### src/design/rlpfp_pkg.sv
package rlpfp_pkg;

  // size limits per field
  localparam int unsigned INT_MAX_BYTES  = 32;
  localparam int unsigned ADDR_MAX_BYTES = 20;
  localparam int unsigned V_BYTES        = 4;

  // action codes on the input tuser
  localparam logic [1:0] ACT_DATA      = 2'd0;
  localparam logic [1:0] ACT_CHUNK_END = 2'd1;
  localparam logic [1:0] ACT_START     = 2'd2;

  // parse status codes
  localparam logic [1:0] ST_PROC   = 2'd0;
  localparam logic [1:0] ST_FINISH = 2'd1;
  localparam logic [1:0] ST_FAULT  = 2'd2;

  // field ids
  localparam logic [3:0] FLD_OUTER = 4'd0;
  localparam logic [3:0] FLD_NONCE = 4'd1;
  localparam logic [3:0] FLD_TO    = 4'd4;
  localparam logic [3:0] FLD_CHAIN = 4'd8;
  localparam logic [3:0] FLD_V     = 4'd10;
  localparam logic [3:0] FLD_DONE  = 4'd13;

  // header byte boundaries
  localparam logic [7:0] HDR_STR_SHORT = 8'h80;
  localparam logic [7:0] HDR_STR_LONG  = 8'hb7;
  localparam logic [7:0] HDR_LIST      = 8'hbf;
  localparam logic [7:0] HDR_LIST_LONG = 8'hf7;
  localparam logic [7:0] HDR_STR_BAD   = 8'hbc;
  localparam logic [7:0] HDR_LIST_BAD  = 8'hfc;

  typedef struct packed {
    logic [3:0]  field_index;
    logic        in_field;
    logic [2:0]  header_count;
    logic [2:0]  length_bytes_left;
    logic        header_is_list;
    logic [31:0] current_length;
    logic [31:0] current_position;
    logic [1:0]  parse_status;
  } state_t;

  localparam state_t STATE_RESET = '0;

  typedef struct packed {
    logic [1:0]  status;
    logic        hash_valid;
    logic [7:0]  hash_byte;
    logic        field_valid;
    logic [3:0]  field_id;
    logic [31:0] field_offset;
    logic        store_ok;
    logic        field_done;
    logic [31:0] field_length;
  } result_t;

  // content bytes kept in storage
  function automatic logic store_allowed(input logic [3:0] f, input logic [31:0] off);
    logic ok;
    ok = 1'b0;
    if (f >= FLD_NONCE && f <= FLD_CHAIN) begin
      ok = 1'b1;
    end else if (f == FLD_V) begin
      ok = (off < 32'(V_BYTES));
    end
    return ok;
  endfunction

  // length limit check for numeric and address fields
  function automatic logic length_too_big(input logic [3:0] f, input logic [31:0] len);
    logic big;
    big = 1'b0;
    if (f == FLD_TO) begin
      big = (len > 32'(ADDR_MAX_BYTES));
    end else if (f >= FLD_NONCE && f <= FLD_CHAIN) begin
      big = (len > 32'(INT_MAX_BYTES));
    end
    return big;
  endfunction

endpackage

### src/design/rlpfp_step.sv
module rlpfp_step (
  input  rlpfp_pkg::state_t  st,
  input  logic [1:0]         action,
  input  logic [7:0]         byte_value,
  output rlpfp_pkg::state_t  st_next,
  output rlpfp_pkg::result_t res
);
  import rlpfp_pkg::*;

  logic        decoded;
  logic        single;
  logic [31:0] pos_inc;

  always_comb begin
    st_next = st;
    res     = '0;
    decoded = 1'b0;
    single  = 1'b0;
    pos_inc = st.current_position + 32'd1;

    if (action == ACT_START) begin
      // new transaction: everything back to reset
      st_next = STATE_RESET;
    end else if (action != ACT_DATA) begin
      // chunk end while at v finishes the parse
      if (action == ACT_CHUNK_END && st.parse_status == ST_PROC &&
          st.field_index == FLD_V) begin
        st_next.parse_status = ST_FINISH;
      end
      res.status   = st_next.parse_status;
      res.field_id = st.field_index;
    end else if (st.parse_status != ST_PROC || st.field_index >= FLD_DONE) begin
      // sticky end, byte ignored
      res.status   = st.parse_status;
      res.field_id = st.field_index;
    end else begin
      res.hash_valid = 1'b1;
      res.hash_byte  = byte_value;
      res.field_id   = st.field_index;

      if (st.in_field) begin
        // content byte
        res.field_valid           = 1'b1;
        res.field_offset          = st.current_position;
        res.store_ok              = store_allowed(st.field_index, st.current_position);
        res.field_length          = st.current_length;
        st_next.current_position  = pos_inc;
        if (pos_inc == st.current_length) begin
          res.field_done            = 1'b1;
          st_next.field_index       = st.field_index + 4'd1;
          st_next.in_field          = 1'b0;
          st_next.header_count      = '0;
          st_next.length_bytes_left = '0;
          st_next.current_position  = '0;
        end
      end else begin
        // header decode
        if (st.header_count == 3'd0) begin
          if (byte_value < HDR_STR_SHORT) begin
            single                 = 1'b1;
            st_next.header_is_list = 1'b0;
            st_next.current_length = 32'd1;
            decoded                = 1'b1;
          end else if (byte_value <= HDR_STR_LONG) begin
            st_next.header_is_list = 1'b0;
            st_next.current_length = {24'd0, byte_value - HDR_STR_SHORT};
            decoded                = 1'b1;
          end else if (byte_value <= HDR_LIST) begin
            st_next.header_is_list = 1'b0;
            if (byte_value >= HDR_STR_BAD) begin
              st_next.parse_status      = ST_FAULT;
              st_next.header_count      = '0;
              st_next.length_bytes_left = '0;
            end else begin
              st_next.length_bytes_left = 3'(byte_value - HDR_STR_LONG);
              st_next.current_length    = '0;
              st_next.header_count      = 3'd1;
            end
          end else if (byte_value <= HDR_LIST_LONG) begin
            st_next.header_is_list = 1'b1;
            st_next.current_length = {24'd0, byte_value - HDR_LIST};
            st_next.current_length = st_next.current_length - 32'd1;
            decoded                = 1'b1;
          end else begin
            st_next.header_is_list = 1'b1;
            if (byte_value >= HDR_LIST_BAD) begin
              st_next.parse_status      = ST_FAULT;
              st_next.header_count      = '0;
              st_next.length_bytes_left = '0;
            end else begin
              st_next.length_bytes_left = 3'(byte_value - HDR_LIST_LONG);
              st_next.current_length    = '0;
              st_next.header_count      = 3'd1;
            end
          end
        end else begin
          // big-endian length byte
          st_next.current_length = {st.current_length[23:0], byte_value};
          st_next.header_count   = st.header_count + 3'd1;
          if (st.length_bytes_left != 3'd0) begin
            st_next.length_bytes_left = st.length_bytes_left - 3'd1;
          end
          if (st_next.length_bytes_left == 3'd0) begin
            decoded = 1'b1;
          end
        end

        // header complete: check type and size, open the field
        if (decoded) begin
          st_next.header_count      = '0;
          st_next.length_bytes_left = '0;
          res.field_length          = st_next.current_length;
          if (st.field_index == FLD_OUTER) begin
            if (!st_next.header_is_list) begin
              st_next.parse_status = ST_FAULT;
            end else begin
              res.field_done           = 1'b1;
              st_next.field_index      = st.field_index + 4'd1;
              st_next.in_field         = 1'b0;
              st_next.current_position = '0;
            end
          end else if (st_next.header_is_list ||
                       length_too_big(st.field_index, st_next.current_length)) begin
            st_next.parse_status = ST_FAULT;
          end else begin
            st_next.in_field         = 1'b1;
            st_next.current_position = '0;
            if (single) begin
              res.field_valid          = 1'b1;
              res.store_ok             = store_allowed(st.field_index, 32'd0);
              st_next.current_position = 32'd1;
            end
            if (st_next.current_position == st_next.current_length) begin
              res.field_done           = 1'b1;
              st_next.field_index      = st.field_index + 4'd1;
              st_next.in_field         = 1'b0;
              st_next.current_position = '0;
            end
          end
        end
      end

      if (st_next.field_index >= FLD_DONE && st_next.parse_status == ST_PROC) begin
        st_next.parse_status = ST_FINISH;
      end
      res.status = st_next.parse_status;
    end
  end

endmodule

### src/design/rlp_transaction_field_parser_core.sv
// RLP transaction field parser
// Input channel: one word per stream step. s_axis_tuser carries the action
// (data byte, end of chunk, start of transaction) and s_axis_tdata the byte.
// Output channel: one result word for every input word, carrying the hash
// byte, field id, offset within the field and decoded field length in tdata,
// and the status plus the per-byte flags in tuser.
// Pipeline: a result word passes through the input register, then the result
// register. Throughput: one word per cycle while m_axis_tready is high; the
// header and counter update for a word is a single pass of logic, so the next
// word sees the updated parse state in the following cycle.
// Reset: rst clears the parse state to the outer list, status processing,
// and empties both pipeline registers. A start action does the same to the
// parse state in-band.
// Stall: when m_axis_tready is low the result register holds, the input
// register holds one more word, and s_axis_tready drops once both are full.
module rlp_transaction_field_parser_core (
  input  logic        clk,
  input  logic        rst,
  input  logic        s_axis_tvalid,
  output logic        s_axis_tready,
  input  logic [7:0]  s_axis_tdata,  // [7:0] byte_value
  input  logic [1:0]  s_axis_tuser,  // [1:0] action
  output logic        m_axis_tvalid,
  input  logic        m_axis_tready,
  // [7:0] hash_byte, [11:8] field_id, [43:12] field_offset,
  // [75:44] field_length, [79:76] zero
  output logic [79:0] m_axis_tdata,
  // [1:0] status, [2] hash_valid, [3] field_valid, [4] store_ok, [5] field_done
  output logic [5:0]  m_axis_tuser
);
  import rlpfp_pkg::*;

  logic       in_valid;
  logic [1:0] in_action;
  logic [7:0] in_byte;
  logic       advance;
  logic       proc;
  state_t     st;
  state_t     st_next;
  result_t    res;
  result_t    out;
  logic       out_valid;

  // pipeline flow control
  assign advance       = !out_valid || m_axis_tready;
  assign s_axis_tready = !in_valid || advance;
  assign proc          = in_valid && advance;

  // input register
  always_ff @(posedge clk) begin
    if (rst) begin
      in_valid <= 1'b0;
    end else if (s_axis_tready) begin
      in_valid <= s_axis_tvalid;
    end
  end

  always_ff @(posedge clk) begin
    if (s_axis_tvalid && s_axis_tready) begin
      in_action <= s_axis_tuser;
      in_byte   <= s_axis_tdata;
    end
  end

  // header decode and field tracking
  rlpfp_step u_step (
    .st         (st),
    .action     (in_action),
    .byte_value (in_byte),
    .st_next    (st_next),
    .res        (res)
  );

  // parse state
  always_ff @(posedge clk) begin
    if (rst) begin
      st <= STATE_RESET;
    end else if (proc) begin
      st <= st_next;
    end
  end

  // result register
  always_ff @(posedge clk) begin
    if (rst) begin
      out_valid <= 1'b0;
    end else if (advance) begin
      out_valid <= in_valid;
    end
  end

  always_ff @(posedge clk) begin
    if (proc) begin
      out <= res;
    end
  end

  // output packing
  assign m_axis_tvalid = out_valid;
  assign m_axis_tdata  = {4'd0, out.field_length, out.field_offset, out.field_id,
                          out.hash_byte};
  assign m_axis_tuser  = {out.field_done, out.store_ok, out.field_valid,
                          out.hash_valid, out.status};

  // a content byte is always a hashed byte
  a_field_hashed: assert property (@(posedge clk) disable iff (rst)
    out_valid && out.field_valid |-> out.hash_valid)
    else $error("field byte not hashed");

  // stored bytes are field content
  a_store_in_field: assert property (@(posedge clk) disable iff (rst)
    out_valid && out.store_ok |-> out.field_valid)
    else $error("store outside field content");

  // a completed field never reports a fault
  a_done_no_fault: assert property (@(posedge clk) disable iff (rst)
    out_valid && out.field_done |-> out.status != ST_FAULT)
    else $error("field done with fault");

  // fault is sticky until a start action
  a_fault_sticky: assert property (@(posedge clk) disable iff (rst)
    proc && st.parse_status == ST_FAULT && in_action != ACT_START
    |=> st.parse_status == ST_FAULT)
    else $error("fault cleared without start");

  // field walk stops at done
  a_index_range: assert property (@(posedge clk) disable iff (rst)
    proc |=> st.field_index <= FLD_DONE)
    else $error("field index past done");

endmodule

### config.mk
export PLATFORM = sky130hd
export DESIGN_NAME = rlp_transaction_field_parser_core
export DESIGN_NICKNAME = d
export VERILOG_FILES = /design/src/design/rlpfp_pkg.sv /design/src/design/rlpfp_step.sv /design/src/design/rlp_transaction_field_parser_core.sv
export SDC_FILE = /design/constraint.sdc
export NUM_CORES = 1
export LEC_CHECK = 0
export BUFFER_PORTS_ARGS = -buffer_cell sky130_fd_sc_hd__buf_2
export CORE_UTILIZATION = 46
export DETAILED_ROUTE_END_ITERATION = 12
export MAX_ROUTING_LAYER = met4
export PLACE_DENSITY = 0.71
export SYNTH_ARGS = -nofsm -noshare
export SYNTH_HDL_FRONTEND = slang
export SYNTH_SLANG_ARGS = --single-unit
### constraint.sdc
create_clock -name clk -period 5.15 [get_ports clk]
set_input_delay 1.03 -clock clk [delete_from_list [all_inputs] [get_ports clk]]
set_output_delay 1.03 -clock clk [all_outputs]
set_load 0.005 [all_outputs]
==> metrics, run 1 <==
dpl ws=0.911 ns; DR WL/cell=between 15 and 20 um; Post-CTS Setup Bufs=0; Area growth syn-to-layout=10.1%; clock buffer depth=2; most frequent cells in the layout=nor2_1, buf_2, nand2_1, edfxtp_1, a21oi_1; crit-path cells=inv_1 > ha_1 > or3b_2 > a211oi_1 > nor3_1 > and3b_1 > nand2_1 > a311oi_1 > a41oi_1 > nor4_1 > o221ai_1 > a21oi_1; dpl cells=1448; DRC Markers=0; Seq cells post-synth=172; syn_area_per_cell=8.86 um^2; Yosys Warn Count=0; core area=21800 um^2; DR pass1 iterations=6; Final GP Congestion=0.981; Min-Delay Path Class=reg2reg; diodes inserted=0; Fin Clk Skew=~0.008 ns; reg2reg setup slack=0.83 ns; pwr/cell area=265 nW/um^2; Post-DRT Antenna Nets=0; period utilization=between 80% and 90%; CTS tree=done; post-DP HPWL=19500 um; HP Start=st[71]$_SDFFE_PP0P_; DR vias=9136; Root Driver=clkbuf_16; Die Y=151 um; Worst R2R Path Depth=12; Met2 Wirelength=between 10000 and 15000 um; Hold EP=st[71]$_SDFFE_PP0P_; max cap viols=0; global-route wire length before repair=44700 um; WL final=28000 um; Critical Path Max Stage Delay=~0.66 ns; # hold bufs at CTS=0; WL met3=1920 um; Slew Viols, Final=0; Clk pin slew, worst setup/hold paths=0.06 ns; commonest non-fill, non-tap cell in the layout=nor2_1; routed vias/inst=6.17; M1 WL=12300 um; Seq/Total Area, Yosys=42.7%; Pleak=roughly 4 nW; highest routed metal layer=met4; slowest cell on the critical path=edfxtp_1; slew margin rel.=25.3%; CTS H-tree depth=4; WP data required=5.43 ns; layout cells sized above 1=14.7%; CP arrival=~4.6 ns; status=finished, final reports clean; crit path launch type=flop; critical path class=reg2reg; DR iter-0 viols=1044; Post-Syn Area=10200 um^2; Final setup violation count=0; RSZ-0062 raised after global routing=no; largest net degree at the start of global routing=64; TritonCTS Buffers=17; PortBufs=97; Worst Tran Pin Value=1.12 ns; Setup TNS Final=0 ns; post_cts resized=0; fin worst setup slack=roughly 0.83 ns; Final Power=2.99 mW; worst-path fanout max=12; initial antenna violation count=0; remaining global-route overflow=0; Final Hold Viols=0; EDFF count, synth=around 90; Mapped Cells=1154; r2r endpoint=m_axis_tuser[0]$_SDFFCE_PP0P_; I/O pins=102; die width=151 um; die footprint=approximately 23000 um^2; Achievable Freq=232 MHz; nets=1212; Tot GR Track Use=26.2%; Top FF cell, synth=edfxtp_1; Tmin final=about 4.3 ns; post-route insts no fill=~1500; FFs w/ async S/R, synth=0%; Crit. End Element=flop; Rows=54; Starting Density=a little under half; Netlist cell types=a little over 90; number of global-route vias before repair=8219; Peak VDD IR=about 0.24 mV; worst skew pair latency=0.43 ns; Critical R2R Launch=in_byte[0]$_DFFE_PP_; clk sinks=172; worst hold path cell count=2
==> worst max path at each step <==
stage	startpoint	end	slack (ns)	depth (start not counted)
after detailed placement	in_byte[0]$_DFFE_PP_	m_axis_tuser[0]$_SDFFCE_PP0P_	0.91	12
after floorplan	m_axis_tready	st[74]$_SDFFE_PP0P_	1.38	7
after global placement	in_byte[0]$_DFFE_PP_	m_axis_tuser[0]$_SDFFCE_PP0P_	1.00	12
after global routing	in_byte[0]$_DFFE_PP_	m_axis_tuser[0]$_SDFFCE_PP0P_	0.55	12
final	in_byte[0]$_DFFE_PP_	m_axis_tuser[0]$_SDFFCE_PP0P_	0.83	12
after CTS	in_byte[0]$_DFFE_PP_	m_axis_tuser[0]$_SDFFCE_PP0P_	0.91	12
==> per-stage QoR <==
step / utilization, % / area, um^2 / hold WS, ns
floorplan: - / 10200 / 0.449
global placement: 48.9 / 10700 / 0.465
detailed placement: 48.9 / 10700 / 0.470
CTS: 51.6 / 11300 / 0.480
global route: 51.6 / 11300 / 0.505
finish: 51.6 / 11300 / 0.479
==> layer usage <==
metal,vias up,GRT usage [%]
met5,-,-
met4,0,9.25
met3,64,3.95
met2,417,40.1
met1,4347,35.1
li1,4308,-
==> power breakdown <==
part | total [mW] | internal, mW | switching, mW
sequential | 1.51 | 1.48 | 0.0296
combinational | 0.186 | 0.0631 | 0.123
clock | 1.29 | 0.732 | 0.557
==> cell type report <==
class,instances,area [um^2]
Clock inverter,12,139
Inverter,20,76.3
Multi-Input combinational cell,864,5290
Clock buffer,20,447
Fill cell,2008,10600
Timing Repair Buffer,112,598
Sequential cell,172,4360
Tap cell,280,350
==> Yosys cell counts, types with 5 or more instances <==
master / instances / share of area, %
and2_1: 48 / 2.9
nor3_1: 25 / 1.2
nor2b_1: 16 / 0.98
o211ai_1: 9 / 0.66
dfxtp_1: 80 / 16
nand2b_1: 8 / 0.49
buf_6: 5 / 0.55
xor2_1: 17 / 1.5
a31oi_1: 12 / 0.73
a21oi_1: 91 / 4.5
buf_4: 9 / 0.66
a21o_1: 7 / 0.51
inv_1: 20 / 0.73
clkbuf_1: 69 / 2.5
ha_1: 11 / 1.3
nor2_1: 114 / 4.2
nor4_1: 20 / 1.2
and3_1: 19 / 1.2
o31a_1: 5 / 0.43
nand4_1: 21 / 1.3
o21ai_0: 76 / 3.7
nand3_1: 28 / 1.4
a211oi_1: 9 / 0.66
a22oi_1: 29 / 2.1
a2111oi_0: 5 / 0.43
buf_2: 7 / 0.34
nand3b_1: 13 / 0.95
a22o_1: 23 / 2.0
xnor2_1: 30 / 2.6
and4_1: 8 / 0.69
or3_1: 26 / 1.6
o31ai_1: 6 / 0.44
edfxtp_1: 92 / 27
or4_1: 7 / 0.51
nand4b_1: 6 / 0.51
nand2_1: 92 / 3.4
==> sequential cells by signal, indices dropped and copies added (netlist names) <==
register and flops:
st 78, m_axis_tdata 76, in_byte 8, m_axis_tuser 6, in_action 2, in_valid 1
m_axis_tvalid 1
==> critical path, delay by kind of cell (launching register included) <==
kind	cells	cell delay [ns]
buf+inv	1	0.18
fa+ha+maj	1	0.42
simple gates	5	1.44
compound gates	5	1.47
flops	1	0.66
==> logic make-up (layout without fill, tap and decap cells) <==
logic type	Yosys count	after routing	share of synthesized area, %
compound gates	316	316	20.1
xor+xnor	47	47	4.02
fa+ha+maj	11	11	1.35
buf+inv	121	164	5.81
flops	172	172	42.7
mux	3	3	0.306
other cells	1	4	0.0367
simple gates	483	483	25.7
(Power assumes the default switching activity.)
==> run 2, diff against run 1 <==
==> constraint.sdc (replaced) <==
create_clock -name clk -period 4 [get_ports clk]
set_input_delay 0.8 -clock clk [delete_from_list [all_inputs] [get_ports clk]]
set_output_delay 0.8 -clock clk [all_outputs]
set_load 0.005 [all_outputs]
==> metrics, run 2 (synthesis gave the netlist of run 1 again) <==
core area=approximately 22000 um^2; slew margin rel.=roughly 37%; Final GP Congestion=around 0.98; Root Driver=clkbuf_16; worst skew pair latency=0.44 ns; Worst Tran Pin Value=about 0.94 ns; WP data required=4.37 ns; Tmin final=3.79 ns; WL final=29700 um; largest net degree at the start of global routing=51; CP arrival=~4.2 ns; Sw Pwr=0.946 mW; DRC Markers=0; max reg flops=78; Final Hold Viols=0; initial antenna violation count=0; Top reg by flops=st; sw frac=24.6%; PortBufs=slightly below 100; critical path class=reg2reg; global-route wire length before repair=around 47000 um; M1 WL=~13000 um; CTS H-tree depth=4; Pleak=4.30 nW; DR pass1 iterations=6; diodes inserted=0; number of global-route vias before repair=8562; Area growth syn-to-layout=14.0%; I/O pins=102; nets=1260; period utilization=between 90% and 100%; Int Pwr=between 2 and 3 mW; Crit. End Element=flop; RSZ-0062 raised after global routing=no; Clock Power Share=42.9%; commonest non-fill, non-tap cell in the layout=nor2_1; Placed Area=11100 um^2; DR vias=9314; hold slack=0.479 ns; fill count=2060; Gate power share=7.0%; Fin Clk Skew=0.00872 ns; most frequent cells in the layout=nor2_1, buf_2, nand2_1, edfxtp_1, a21oi_1; routed vias/inst=6.10; clk sinks=between 150 and 200; crit path launch type=flop; highest routed metal layer=met4; post-DP HPWL=21400 um; Starting Density=a little under half; clock buffer depth=2; max cap viols=0; Clk pin slew, worst setup/hold paths=0.07 ns; status=finished, final reports clean; Rows=54; Met2 Wirelength=approximately 14000 um; CTS tree=done; TritonCTS Buffers=17; Min-Delay Path Class=reg2reg; die width=151 um; sequential power share=50.2%; DR iter-0 viols=around 1000; remaining global-route overflow=0; Achievable Freq=between 200 and 300 MHz; footprint of the multi-input gates=5300 um^2; Peak VDD IR=0.302 mV; Die Y=151 um; Slew Viols, Final=0; worst-path fanout max=33; area occupied by registers=4360 um^2; layout cells sized above 1=18.2%; Tot GR Track Use=approximately 28%; Post-DRT Antenna Nets=0; DR WL/cell=roughly 19 um; Final setup violation count=0; pwr/cell area=330 nW/um^2; die footprint=22800 um^2; WL met3=about 2100 um; design area=11700 um^2; Setup TNS Final=0 ns
run 2: cell count changes in the layout (fill, tap and decap cells not counted), sizes merged:
cell	delta
clkinvlp	+2
bufinv	-1
clkinv	-4
buf	+48
inv	+2
clkbuf	+1
run 2: repair_timing:
action	CTS	global route
setup buffers	0	2
hold buffers	0	0
resized for setup	0	2
setup endpoints to repair	0	27
run 2: power by group through the flow:
stage	Sequential (mW)	Combinational (mW)	Clock (mW)
floorplan	1.97	0.157	0
global placement	1.97	0.262	0
detailed placement	1.97	0.264	0
CTS	1.93	0.265	1.66
global route	1.93	0.294	1.74
finish	1.93	0.268	1.65
run 2: cell type report:
type | count | area share (%)
clock buffers | 21 | 3.95
clock inverters | 11 | 0.955
repair buffers | 160 | 8.54
multi-input cells | 864 | 45.5
well taps | 280 | 3.00
flip-flops and latches | 172 | 37.4
inverters | 20 | 0.655
run 2: through the flow:
step / utilization, % / setup slack (ns) / instances / power [mW]
floorplan: - / 0.403 / 1157 / 2.13
global placement: 50.7 / 0.0494 / 1494 / 2.23
detailed placement: 50.7 / 0.0319 / 1494 / 2.23
CTS: 53.3 / 0.00426 / 1526 / 3.86
global route: 53.4 / 0.00428 / 1528 / 3.97
finish: 53.4 / 0.208 / 1528 / 3.84
run 2: final timing paths:
kind / from / end / slack, ns / cells past startpoint
worst max-delay path: in_byte[0]$_DFFE_PP_ / st[3]$_SDFFE_PP0P_ / 0.21 / 13
worst min-delay path: st[71]$_SDFFE_PP0P_ / st[71]$_SDFFE_PP0P_ / 0.48 / 2
worst max register to register: in_byte[0]$_DFFE_PP_ / st[3]$_SDFFE_PP0P_ / 0.21 / 13
worst min register to register: st[71]$_SDFFE_PP0P_ / st[71]$_SDFFE_PP0P_ / 0.48 / 2
run 2: critical path: stages, from the launching register on:
cell and delay, ns:
edfxtp_1 0.43, inv_1 0.16, ha_1 0.32, or3b_2 0.47, a211oi_1 0.30, nor3_1 0.09, and3b_1 0.32, nand2_1 0.07
a311oi_1 0.36, a21oi_1 0.14, o31a_1 0.31, buf_4 0.23, or3_1 0.34, a21oi_1 0.14
run 2: layer usage:
metal / track usage (%) / vias to the layer above
met5: - / -
met3: 4.16 / 79
li1: - / 4409
met2: 43.9 / 455
met4: 10.8 / 0
met1: 35.6 / 4371
==> run 3, diff against run 2 <==
==> constraint.sdc (replaced) <==
create_clock -name clk -period 4 [get_ports clk]
set_input_delay 0.4 -clock clk [delete_from_list [all_inputs] [get_ports clk]]
set_output_delay 0.4 -clock clk [all_outputs]
set_load 0.005 [all_outputs]
==> metrics, run 3 (synthesis gave the netlist of run 1 again) <==
Placed Area=11100 um^2; status=finished, final reports clean; RSZ-0062 raised after global routing=no; worst-path fanout max=29; remaining global-route overflow=0; PortBufs=97; Rows=54; Worst Tran Pin Value=0.986 ns; Root Driver=clkbuf_16; Pleak=between 4 and 5 nW; slew margin rel.=34.3%; pwr/cell area=329 nW/um^2; Critical Path Max Stage Delay=0.60 ns; WL final=30500 um; diodes inserted=0; Clk pin slew, worst setup/hold paths=0.07 ns; period utilization=between 90% and 100%; Fin Clk Skew=0.0113 ns; crit-path cells=ha_1 > and3_1 > nand2_4 > or4_4 > xor2_1 > o21ai_2 > o22ai_1 > o21ai_2 > buf_12 > or2_1 > buf_4 > or4_1 > a21oi_1; max cap viols=0; Post-DRT Antenna Nets=0; critical path class=reg2reg; CP arrival=~4.1 ns; slowest cell on the critical path=or4_4; Starting Density=46.9%; initial antenna violation count=0; Peak VDD IR=around 0.30 mV; WP data required=between 4 and 5 ns; Area growth syn-to-layout=14.3%; CP most frequent cell=o21ai_2; core area=21800 um^2; dpl ws=-0.00395 ns; area occupied by registers=4360 um^2; die footprint=22800 um^2; number of global-route vias before repair=slightly below 9000; layout cells sized above 1=18.8%; fill count=2008; post-DP HPWL=21600 um; DR iter-0 viols=roughly 890; footprint of the multi-input gates=5330 um^2; Tot GR Track Use=between 20% and 30%; Min-Delay Path Class=in2reg; most frequent cells in the layout=nor2_1, buf_2, nand2_1, edfxtp_1, a21oi_1; fin worst setup slack=around 0.27 ns; DR pass1 iterations=6; routed vias/inst=6.13; die width=151 um; Slew Viols, Final=0; Achievable Freq=between 200 and 300 MHz; clock buffer depth=2; Tmin final=3.73 ns; design area=11700 um^2; I/O pins=102; max reg flops=78; clk sinks=roughly 170; Final setup violation count=0; TritonCTS Buffers=17; CTS tree=done; commonest non-fill, non-tap cell in the layout=nor2_1; worst skew pair latency=0.45 ns; Crit. End Element=flop; crit path launch type=flop; # hold bufs at CTS=0; global-route wire length before repair=48200 um; DRC Markers=0; CTS H-tree depth=4; DR vias=9392; Final Hold Viols=0; Top reg by flops=st; nets=1264; Final GP Congestion=0.974; DR WL/cell=19.9 um; largest net degree at the start of global routing=79; Die Y=around 150 um
==> run 3: critical path: cells and delay by family (launching register included) <==
family / cells / cell delay (ns)
and+or+nand+nor: 5 / 1.77
adders and majority gates: 1 / 0.32
buffers and inverters: 2 / 0.37
xor gates and xnor gates: 1 / 0.19
AOI/OAI and AO/OA: 4 / 0.56
DFF: 1 / 0.45
==> run 3: path summary, 6_finish.rpt <==
kind | slack (ns) | to | start | depth (start not counted)
max reg2reg | 0.27 | st[20]$_SDFFE_PP0P_ | st[2]$_SDFFE_PP0P_ | 13
max | 0.27 | st[20]$_SDFFE_PP0P_ | st[2]$_SDFFE_PP0P_ | 13
min reg2reg | 0.49 | st[71]$_SDFFE_PP0P_ | st[71]$_SDFFE_PP0P_ | 2
min | 0.12 | in_byte[6]$_DFFE_PP_ | s_axis_tdata[6] | 1
==> run 3: cell type report <==
class | count | share of cell area [%]
well taps | 280 | 3.00
flip-flops and latches | 172 | 37.3
repair buffers | 164 | 8.56
multi-input cells | 864 | 45.6
clock inverters | 12 | 0.974
clock buffers | 20 | 3.91
inverters | 20 | 0.653
==> run 3: layer usage <==
metal | track usage [%] | wire (um) | vias to the layer above
li1 | - | - | 4407
met1 | 36.2 | 12800 | 4461
met2 | 44.7 | 14700 | 441
met3 | 4.58 | 1930 | 83
met4 | 12.8 | 1040 | 0
met5 | - | 0 | -
==> run 3: power breakdown <==
part / internal (mW) / leakage, nW / switching (mW)
sequential: 1.91 / 1.49 / 0.0250
clock: 0.897 / 0.281 / 0.753
combinational: 0.0913 / 2.56 / 0.177
total: 2.89 / 4.33 / 0.955
==> run 3: metrics by stage <==
step / std cells / power [mW] / hold WS, ns / utilization, % / setup TNS (ns)
3_5_place_dp: 1498 / 2.23 / 0.469 / 50.7 / -0.00395
2_1_floorplan: 1157 / 2.13 / 0.449 / - / 0
6_report: 1532 / 3.85 / 0.124 / 53.6 / 0
3_3_place_gp: 1498 / 2.23 / 0.461 / 50.7 / 0
4_1_cts: 1530 / 3.86 / 0.113 / 53.4 / 0
5_1_grt: 1532 / 3.96 / 0.111 / 53.6 / 0
==> run 3: repair_timing <==
item                       in CTS  in global routing
buffers inserted                0                  2
resized for setup               1                  8
setup endpoints to repair      17                 41
pin swaps                       0                  1
cloned                          0                  0
